--- src/rtl/scbd_pkg.sv ---
// Shared constants and types of the sliced channel byte decoder.
`default_nettype none
package scbd_pkg;

  localparam int MAX_SLICES   = 4;
  localparam int MAX_CHANNELS = 16;
  localparam int PLANE_BITS   = 20;

  localparam int SLICE_W = $clog2(MAX_SLICES);
  localparam int CHAN_W  = $clog2(MAX_CHANNELS);
  localparam int CNT_W   = CHAN_W + 1;
  localparam int PSIZE_W = PLANE_BITS + 1;
  localparam int BOUND_W = 5;

  localparam int CFG_DATA_W = 32;
  localparam int CFG_ADDR_W = 5;

  // Register indexes on the configuration port
  localparam logic [2:0] REG_PLANE_PIXELS  = 3'd0;
  localparam logic [2:0] REG_CHANNEL_TOTAL = 3'd1;
  localparam logic [2:0] REG_SLICE_COUNT   = 3'd2;
  localparam logic [2:0] REG_SLICE_BOUNDS  = 3'd3;
  localparam logic [2:0] REG_SLICE_CODES   = 3'd4;
  localparam logic [2:0] REG_UNUSED_PAD    = 3'd5;

  localparam logic [15:0] FIX_ONE      = 16'd32;
  localparam logic [15:0] FLOW_INVALID = 16'h7FFF;
  localparam logic [2:0]  LAST_BIT     = 3'd7;

  typedef enum logic [1:0] {
    ENC_BYTE = 2'd0,
    ENC_FLOW = 2'd1,
    ENC_BITS = 2'd2,
    ENC_BAD  = 2'd3
  } enc_t;

endpackage
`default_nettype wire

--- src/rtl/sliced_channel_byte_decoder_unit.sv ---
// Top level of the sliced channel byte decoder: config registers, slice walk, decode.
//
//  channel | direction | ports                        | notes
//  in_     | input     | data_byte, start_sample      | one raw payload byte per item
//  out_    | output    | element_value + flags        | 0..8 results per input item
//  cfg_    | APB       | psel/penable/pwrite/paddr    | six registers at 4*i
//
// Byte, flow and invalid slices decode an input byte in a single step; a bit-plane byte
// yields one element per step, up to 8, as the single result register holds one element.
// A flow low byte is held without a result and frees the input without waiting on out_ready.
// rst_n is synchronous; it clears the registers to their defaults and the counters.
// The output register lets a new byte start while a result waits on out_ready.
`default_nettype none
module sliced_channel_byte_decoder_unit (
  input  wire logic        clk,
  input  wire logic        rst_n,
  input  wire logic        in_valid,
  output logic             in_ready,
  input  wire logic [7:0]  in_data_byte,
  input  wire logic        in_start_sample,
  output logic             out_valid,
  input  wire logic        out_ready,
  output logic signed [15:0] out_element_value,
  output logic             out_element_invalid,
  output logic             out_format_error,
  output logic [1:0]       out_slice_number,
  output logic             out_last_of_sample,
  output logic             out_last_of_byte,
  input  wire logic        cfg_psel,
  input  wire logic        cfg_penable,
  input  wire logic        cfg_pwrite,
  input  wire logic [scbd_pkg::CFG_ADDR_W-1:0] cfg_paddr,
  input  wire logic [scbd_pkg::CFG_DATA_W-1:0] cfg_pwdata,
  output logic [scbd_pkg::CFG_DATA_W-1:0]      cfg_prdata,
  output logic             cfg_pready
);

  // configuration registers
  logic [scbd_pkg::PSIZE_W-1:0] plane_pixels_r;
  logic [4:0]                   channel_total_r;
  logic [2:0]                   slice_count_r;
  logic [15:0]                  slice_bounds_r;
  logic [7:0]                   slice_codes_r;
  logic                         unused_pad_r;

  // walk state
  logic [scbd_pkg::SLICE_W-1:0]    slice_r, slice_nxt;
  logic [scbd_pkg::CHAN_W-1:0]     chan_r, chan_nxt;
  logic [scbd_pkg::PLANE_BITS-1:0] pix_r, pix_nxt;
  logic [7:0]                      held_r, held_nxt;
  logic                            due_r, due_nxt;

  // input register
  logic       busy_r;
  logic [7:0] byte_r;
  logic       start_r;
  logic [2:0] bit_r;

  // output register
  logic              out_valid_r;
  logic [15:0]       val_r, val_nxt;
  logic              inv_r, inv_nxt;
  logic              err_r, err_nxt;
  logic [1:0]        osl_r;
  logic              los_r, los_nxt;
  logic              lob_r, lob_nxt;

  logic cfg_wr;
  logic in_acc;

  // derived layout
  logic [4:0]                   nch;
  logic [2:0]                   nsl;
  logic [scbd_pkg::PSIZE_W-1:0] psize;
  logic [scbd_pkg::CNT_W-1:0]   send   [scbd_pkg::MAX_SLICES];
  logic [scbd_pkg::CNT_W-1:0]   sstart [scbd_pkg::MAX_SLICES];
  logic [scbd_pkg::MAX_SLICES-1:0] nonempty;
  logic [scbd_pkg::SLICE_W-1:0] rs_idx;

  // step logic
  logic                         stale, restart_now;
  logic [scbd_pkg::SLICE_W-1:0] cur_s, nxt_idx;
  logic [scbd_pkg::CHAN_W-1:0]  cur_ch;
  logic [scbd_pkg::PLANE_BITS-1:0] cur_pix;
  logic                         cur_due, nxt_found;
  scbd_pkg::enc_t               code;
  logic                         hold, emit, plane_end, slice_done, sample_end, step_last;
  logic                         step_en;
  logic [scbd_pkg::PSIZE_W-1:0] pix_inc;
  logic [scbd_pkg::CNT_W-1:0]   ch_inc;
  logic [15:0]                  flow_v;

  assign cfg_pready = 1'b1;
  assign cfg_wr     = cfg_psel && cfg_penable && cfg_pwrite;

  always_ff @(posedge clk) begin
    if (!rst_n) begin
      plane_pixels_r  <= scbd_pkg::PSIZE_W'(1);
      channel_total_r <= 5'd1;
      slice_count_r   <= 3'd1;
      slice_bounds_r  <= '0;
      slice_codes_r   <= '0;
      unused_pad_r    <= 1'b0;
    end else if (cfg_wr) begin
      case (cfg_paddr[4:2])
        scbd_pkg::REG_PLANE_PIXELS:  plane_pixels_r  <= cfg_pwdata[scbd_pkg::PSIZE_W-1:0];
        scbd_pkg::REG_CHANNEL_TOTAL: channel_total_r <= cfg_pwdata[4:0];
        scbd_pkg::REG_SLICE_COUNT:   slice_count_r   <= cfg_pwdata[2:0];
        scbd_pkg::REG_SLICE_BOUNDS:  slice_bounds_r  <= cfg_pwdata[15:0];
        scbd_pkg::REG_SLICE_CODES:   slice_codes_r   <= cfg_pwdata[7:0];
        scbd_pkg::REG_UNUSED_PAD:    unused_pad_r    <= cfg_pwdata[0];
        default: ;
      endcase
    end
  end

  always_comb begin
    case (cfg_paddr[4:2])
      scbd_pkg::REG_PLANE_PIXELS:  cfg_prdata = 32'(plane_pixels_r);
      scbd_pkg::REG_CHANNEL_TOTAL: cfg_prdata = 32'(channel_total_r);
      scbd_pkg::REG_SLICE_COUNT:   cfg_prdata = 32'(slice_count_r);
      scbd_pkg::REG_SLICE_BOUNDS:  cfg_prdata = 32'(slice_bounds_r);
      scbd_pkg::REG_SLICE_CODES:   cfg_prdata = 32'(slice_codes_r);
      scbd_pkg::REG_UNUSED_PAD:    cfg_prdata = 32'(unused_pad_r);
      default:                     cfg_prdata = '0;
    endcase
  end

  // Clamped layout: slice ends, starts and which slices hold channels
  always_comb begin
    logic [4:0] b;
    b = '0;
    nch = (channel_total_r == 5'd0) ? 5'd1 :
          (channel_total_r > 5'(scbd_pkg::MAX_CHANNELS)) ? 5'(scbd_pkg::MAX_CHANNELS) :
          channel_total_r;
    nsl = (slice_count_r == 3'd0) ? 3'd1 :
          (slice_count_r > 3'(scbd_pkg::MAX_SLICES)) ? 3'(scbd_pkg::MAX_SLICES) :
          slice_count_r;
    psize = (plane_pixels_r == '0) ? scbd_pkg::PSIZE_W'(1) :
            (plane_pixels_r > (scbd_pkg::PSIZE_W'(1) << scbd_pkg::PLANE_BITS)) ?
            (scbd_pkg::PSIZE_W'(1) << scbd_pkg::PLANE_BITS) : plane_pixels_r;
    for (int s = 0; s < scbd_pkg::MAX_SLICES; s++) begin
      if ((3'(s + 1) >= nsl) || (s >= 3)) begin
        send[s] = nch;
      end else begin
        b = slice_bounds_r[scbd_pkg::BOUND_W*s +: scbd_pkg::BOUND_W];
        send[s] = (b > nch) ? nch : b;
      end
    end
    sstart[0] = '0;
    for (int s = 1; s < scbd_pkg::MAX_SLICES; s++) begin
      sstart[s] = send[s-1];
    end
    for (int s = 0; s < scbd_pkg::MAX_SLICES; s++) begin
      nonempty[s] = (3'(s) < nsl) && (sstart[s] < send[s]);
    end
    rs_idx = '0;
    for (int s = scbd_pkg::MAX_SLICES - 1; s >= 0; s--) begin
      if (nonempty[s]) rs_idx = scbd_pkg::SLICE_W'(s);
    end
  end

  // One decode step per cycle on the byte in the input register, unless an emitting step waits on out_ready
  always_comb begin
    stale = start_r || (3'(slice_r) >= nsl) ||
            ({1'b0, chan_r} < sstart[slice_r]) || ({1'b0, chan_r} >= send[slice_r]) ||
            ({1'b0, pix_r} >= psize);
    restart_now = (bit_r == 3'd0) && stale;
    cur_s   = restart_now ? rs_idx : slice_r;
    cur_ch  = restart_now ? sstart[rs_idx][scbd_pkg::CHAN_W-1:0] : chan_r;
    cur_pix = restart_now ? '0 : pix_r;
    cur_due = restart_now ? 1'b0 : due_r;
    code    = scbd_pkg::enc_t'(slice_codes_r[2*cur_s +: 2]);
    hold    = (code == scbd_pkg::ENC_FLOW) && !cur_due;
    emit    = !hold;

    pix_inc    = {1'b0, cur_pix} + scbd_pkg::PSIZE_W'(1);
    ch_inc     = {1'b0, cur_ch} + scbd_pkg::CNT_W'(1);
    plane_end  = pix_inc >= psize;
    slice_done = ch_inc >= send[cur_s];
    nxt_idx    = '0;
    nxt_found  = 1'b0;
    for (int s = scbd_pkg::MAX_SLICES - 1; s >= 0; s--) begin
      if (nonempty[s] && (scbd_pkg::SLICE_W'(s) > cur_s)) begin
        nxt_idx   = scbd_pkg::SLICE_W'(s);
        nxt_found = 1'b1;
      end
    end
    sample_end = plane_end && slice_done && !nxt_found;

    slice_nxt = cur_s;
    chan_nxt  = cur_ch;
    pix_nxt   = cur_pix;
    held_nxt  = hold ? byte_r : held_r;
    due_nxt   = hold;
    if (emit) begin
      if (!plane_end) begin
        pix_nxt = pix_inc[scbd_pkg::PLANE_BITS-1:0];
      end else begin
        pix_nxt = '0;
        if (!slice_done) begin
          chan_nxt = ch_inc[scbd_pkg::CHAN_W-1:0];
        end else if (nxt_found) begin
          slice_nxt = nxt_idx;
          chan_nxt  = sstart[nxt_idx][scbd_pkg::CHAN_W-1:0];
        end else begin
          slice_nxt = rs_idx;
          chan_nxt  = sstart[rs_idx][scbd_pkg::CHAN_W-1:0];
        end
      end
    end

    flow_v  = {byte_r, held_r};
    inv_nxt = 1'b0;
    err_nxt = 1'b0;
    case (code)
      scbd_pkg::ENC_BYTE: val_nxt = {3'b000, byte_r, 5'b00000};
      scbd_pkg::ENC_FLOW: begin
        inv_nxt = (flow_v == scbd_pkg::FLOW_INVALID);
        val_nxt = inv_nxt ? 16'd0 : flow_v;
      end
      scbd_pkg::ENC_BITS: val_nxt = byte_r[bit_r] ? scbd_pkg::FIX_ONE : 16'd0;
      default: begin
        val_nxt = 16'd0;
        err_nxt = 1'b1;
      end
    endcase
    step_last = (code != scbd_pkg::ENC_BITS) || (bit_r == scbd_pkg::LAST_BIT) || plane_end;
    los_nxt   = sample_end;
    lob_nxt   = step_last;
  end

  assign step_en  = busy_r && (!emit || !out_valid_r || out_ready);
  assign in_ready = !busy_r || (step_en && step_last);
  assign in_acc   = in_valid && in_ready;

  always_ff @(posedge clk) begin
    if (!rst_n) begin
      busy_r      <= 1'b0;
      bit_r       <= '0;
      out_valid_r <= 1'b0;
      slice_r     <= '0;
      chan_r      <= '0;
      pix_r       <= '0;
      held_r      <= '0;
      due_r       <= 1'b0;
    end else begin
      if (in_acc) begin
        busy_r <= 1'b1;
        bit_r  <= '0;
      end else if (step_en) begin
        busy_r <= !step_last;
        bit_r  <= step_last ? 3'd0 : bit_r + 3'd1;
      end
      if (step_en) begin
        slice_r <= slice_nxt;
        chan_r  <= chan_nxt;
        pix_r   <= pix_nxt;
        held_r  <= held_nxt;
        due_r   <= due_nxt;
      end
      if (step_en && emit) begin
        out_valid_r <= 1'b1;
      end else if (out_ready) begin
        out_valid_r <= 1'b0;
      end
    end
  end

  always_ff @(posedge clk) begin
    if (in_acc) begin
      byte_r  <= in_data_byte;
      start_r <= in_start_sample;
    end
    if (step_en && emit) begin
      val_r <= val_nxt;
      inv_r <= inv_nxt;
      err_r <= err_nxt;
      osl_r <= cur_s;
      los_r <= los_nxt;
      lob_r <= lob_nxt;
    end
  end

  assign out_valid           = out_valid_r;
  assign out_element_value   = val_r;
  assign out_element_invalid = inv_r;
  assign out_format_error    = err_r;
  assign out_slice_number    = osl_r;
  assign out_last_of_sample  = los_r;
  assign out_last_of_byte    = lob_r;

  // Only bit-plane bytes span more than one step
  a_multi_step_bits: assert property (@(posedge clk) disable iff (!rst_n)
    busy_r && (bit_r != 3'd0) |-> code == scbd_pkg::ENC_BITS)
    else $error("multi-step item outside bit-plane slice");

  a_idle_bit_zero: assert property (@(posedge clk) disable iff (!rst_n)
    !busy_r |-> bit_r == 3'd0)
    else $error("bit index not cleared while idle");

  a_err_zero: assert property (@(posedge clk) disable iff (!rst_n)
    out_valid_r && err_r |-> (val_r == 16'd0) && !inv_r)
    else $error("format error element carries data");

  a_inv_zero: assert property (@(posedge clk) disable iff (!rst_n)
    out_valid_r && inv_r |-> val_r == 16'd0)
    else $error("invalid flow element carries data");

  a_sample_end_last: assert property (@(posedge clk) disable iff (!rst_n)
    out_valid_r && los_r |-> lob_r)
    else $error("sample end not last of its byte");

endmodule
`default_nettype wire

--- config.mk ---
export PLATFORM = sky130hd
export DESIGN_NAME = sliced_channel_byte_decoder_unit
export DESIGN_NICKNAME = d
export VERILOG_FILES = /design/src/rtl/scbd_pkg.sv /design/src/rtl/sliced_channel_byte_decoder_unit.sv
export SDC_FILE = /design/constraint.sdc
export NUM_CORES = 1
export LEC_CHECK = 0
export ABC_AREA = 1
export ABC_CLOCK_PERIOD_IN_PS = 10400
export BUFFER_PORTS_ARGS = -buffer_cell sky130_fd_sc_hd__buf_4
export CAP_MARGIN = 20
export CORE_MARGIN = 2
export CORE_UTILIZATION = 60
export DETAILED_ROUTE_END_ITERATION = 7
export HOLD_SLACK_MARGIN = 0.05
export PLACE_DENSITY_LB_ADDON = 0.05
export SYNTH_ARGS = -nofsm -noshare
export SYNTH_HDL_FRONTEND = slang
export SYNTH_SLANG_ARGS = --single-unit
--- constraint.sdc ---
create_clock -name clk -period 10.4 [get_ports clk]
set_clock_uncertainty 0.2 [all_clocks]
set_input_delay 1.56 -clock clk [delete_from_list [all_inputs] [get_ports clk]]
set_output_delay 1.56 -clock clk [all_outputs]
set_load 0.03 [all_outputs]
==> results by stage <==
Finish:
- 0 antenna diodes ended up in the layout.
- After routing the design area is 10700 um2.
- The number of nets in the final layout is 1568.
- After filler insertion, the fill cell instance count of the layout stands at 1320.
- The most common library cell in the layout ignoring fill and taps is nand2_1.
- The post-synthesis to final-layout area growth is 13.5%.
- In the final layout, the share of cells above drive strength 1 is 0.130.
- The core utilization of the finished layout is 0.700.
- The top cell types in the final layout, fill and taps aside, are nand2_1 (273), inv_1 (170), nor2_1 (154), a21oi_1 (106), o21ai_0 (106).

Global route:
- For this run, the total global-route usage over all layers was measured as 0.343.
- The via count of the first global-routing pass is 8563.
- The maximum number of pins on one net before global-route repair is 81.
- The first global-routing pass estimated 44700 um of wire.
- Global routing finished with a remaining overflow of 0.
- The initial antenna violation count is 0.

STA:
- The worst path needs 9.49 ns of the cycle, external delays included.
- Dividing the final minimum period by the clock period gives 0.913.
- The number of endpoints with negative hold slack in the final report is 0.
- Setup slack closes at 0.909 ns.
- The slew at the pin with the worst max-slew slack is 1.01 ns.
- The max-slew violation count came to 0.
- Headroom to the max-slew limit came out at 0.324.
- The accumulated negative setup slack is 0 ns.
- Setup repair after global routing left no endpoint under its margin.
- Static timing analysis puts the maximum clock frequency at 105 MHz.
- The number of setup violations in the final report is 0.

Clock network:
- The clock buffer count from CTS is 17.
- The clock root buffer master is clkbuf_16.
- The number of instances resized during post-cts repair is 0.
- The number of setup buffers added after CTS is 0.
- The clock passes through at most 2 buffers.
- Clock tree synthesis found a total of 125 sinks.
- The CTS tree is done.
- The worst-skew pair later-pin latency is 0.43 ns.
- The H-tree was split into 4 levels.
- Clock-pin slew was measured on the worst setup and hold paths at 0.07 ns.
- The count of hold-fix buffers inserted at cts is 0.

Worst setup path:
- The worst setup path is captured at an output port.
- The cell seen most often among critical-path stages is nand2_1.
- The worst register-to-register path ends at pix_r[16].
- The register-to-register path setup slack is 2.23 ns.
- The number of cells on the worst reg-to-reg path is 51.
- In this run the worst path has a maximum fanout of 11.
- The origin of the critical flop-to-flop path is channel_total_r[0].
- The slowest stage of the critical path is the dfxtp_1 cell.
- Data on the critical path arrives at its endpoint at 7.73 ns.
- The data required time at the worst endpoint is 8.64 ns.
- The critical path in this run is classified as flip-flop to output port.
- The worst setup path is launched from a flip-flop.
- The worst stage delay on the critical path is 0.33 ns.

Drt:
- Across all layers, the routed design uses 9579 vias.
- After detailed routing, the number of remaining DRC violations is 0.
- The residual antenna-violating net count after detailed routing is 0.
- The first routing iteration left 969 violations.
- In the final routed layout, each cell accounts on average for 16.9 um.
- The number of optimization iterations in the first detailed-route pass is 8.
- The overall routed net length is 27900 um.
- The via density per instance is 5.80.

Synthesis:
- The sequential element share of the synthesized area is 0.299.
- The synthesized area divided by synthesized cell count is 6.93 um2.
- The flip-flop cell with the highest count after synthesis is dfxtp_1.
- The async set-reset flop share out of synthesis is 0.
- The distinct cell type count of the synthesized netlist is 57.
- Counting flops and latches in the post-synthesis netlist gives 125.
- The mapped netlist covers 9410 um2.
- The total number of yosys warnings is 0.
- Synthesis handed over a netlist of 1359 instances.
- The count of flip-flops with a built-in enable after synthesis is 31.

Floorplanning:
- 110 I/O pins were placed.
- The overall die area is 16700 um2.
- The initial utilization of the core area, before any placement, comes to 0.617.
- The placeable core area is 15300 um2.
- The count of standard-cell rows is 45.
- The floorplan step set the die height to 129 um.
- In this run the horizontal extent of the chip is 129 um.

Power:
- The net switching fraction of the power is 0.420.
- The sequential fraction of design power is 0.302.
- The share of total power dissipated in combinational logic is 0.402.
- VDD sags by at most 0.141 mV.
- Power spread over the standard cell area amounts to 182 nW/um2.
- The leakage power figure is 5.01 nW.
- The clock group share of total power is 0.296.
- The post-layout total power is 1.95 mW.
- The cell-internal power is 1.13 mW.
- The switching power total is 0.818 mW.

Worst hold path:
- The path class of the tightest hold or removal check is flip-flop to flip-flop.
- The endpoint of the worst hold path is plane_pixels_r[17].
- The worst hold path begins at plane_pixels_r[17].
- Along the worst hold path, the cell count comes to 2.

Placed design:
- The HPWL reported at the end of detailed placement is 20900 um.
- Routability-driven placement finished with a final weighted congestion of 0.986.
- Port buffering added 84 buffers.
- The worst slack at placement is 1.10 ns.
- The standard cell area after detailed placement is 10100 um2.

Run status:
- The flow ran to the end, and the final reports show no timing, DRC or antenna violations.

Job:
- Max-cap violations in this run came to 0.
-- stage by stage --
step                hold slack (ns)  instances
CTS                           0.292       1652
detailed placement            0.283       1620
finish                        0.294       1652
global route                  0.327       1652
global placement              0.273       1620
floorplan                     0.250       1369
-- worst max-delay path by stage --
stage,start,to,slack [ns],cells past startpoint
floorplan,channel_total_r[0],in_ready,2.39,48
global placement,channel_total_r[0],in_ready,1.17,49
detailed placement,channel_total_r[0],in_ready,1.10,49
CTS,channel_total_r[0],in_ready,0.60,49
global route,channel_total_r[0],in_ready,0.05,49
finish,channel_total_r[0],in_ready,0.91,49
-- logic make-up (layout without fill, tap and decap cells) --
family | count (synthesis) | in the layout | share of synthesized area
and+or+nand+nor | 597 | 597 | 0.282
AOI/OAI and AO/OA | 301 | 301 | 0.185
buffers and inverters | 233 | 305 | 0.105
DFF | 125 | 125 | 0.299
adders and majority gates | 87 | 87 | 0.116
xor gates and xnor gates | 14 | 14 | 0.0130
other | 2 | 12 | 0.000798
-- cells in the mapped netlist, drive strengths merged (14+ instances only) --
library cell,n,area share
o211ai,14,0.011
dfxtp,94,0.20
a21oi,111,0.061
nand4,22,0.015
nor3,20,0.012
buf,27,0.022
clkbuf,22,0.0088
nor2,164,0.069
nand2,297,0.13
inv,178,0.071
o21ai,120,0.065
nand3,81,0.049
edfxtp,31,0.099
ha,87,0.12
-- worst max-delay path, delay by kind of cell, from the launching register on --
kind            cells  cell delay, ns
compound gates      8            1.44
fa+ha+maj           4            1.02
buf+inv             6            0.89
flops               1            0.33
simple gates       31            3.57
-- registers in the layout, summed over array words and instances, names as in the netlist, 2 cells and up --
signal / flops
bit_r: 3
slice_count_r: 3
slice_bounds_r: 16
held_r: 8
channel_total_r: 5
plane_pixels_r: 21
out_slice_number: 2
byte_r: 8
out_element_value: 16
pix_r: 20
slice_r: 2
slice_codes_r: 8
chan_r: 4
-- final cells by class --
type	count	area, um2	area share
clock inverters	15	148	0.0138
inverters	183	692	0.0647
flip-flops and latches	125	2810	0.263
well taps	211	264	0.0247
repair buffers	90	676	0.0632
multi-input cells	1011	5670	0.531
clock buffers	17	425	0.0398
-- power groups by stage --
stage | clock (mW) | combinational (mW) | sequential [mW]
final | 0.577 | 0.783 | 0.588
after global routing | 0.599 | 0.887 | 0.592
after CTS | 0.578 | 0.770 | 0.587
after detailed placement | 0 | 0.763 | 0.597
after global placement | 0 | 0.752 | 0.596
after floorplan | 0 | 0.570 | 0.613
-- layer usage --
layer | track usage | part of all wire | up-vias
met5 | 0 | 0 | -
met4 | 0.116 | 0.025 | 0
met3 | 0.0760 | 0.096 | 59
met2 | 0.507 | 0.43 | 490
met1 | 0.496 | 0.45 | 4339
li1 | - | - | 4691
Power figures use the tool's default switching activity.
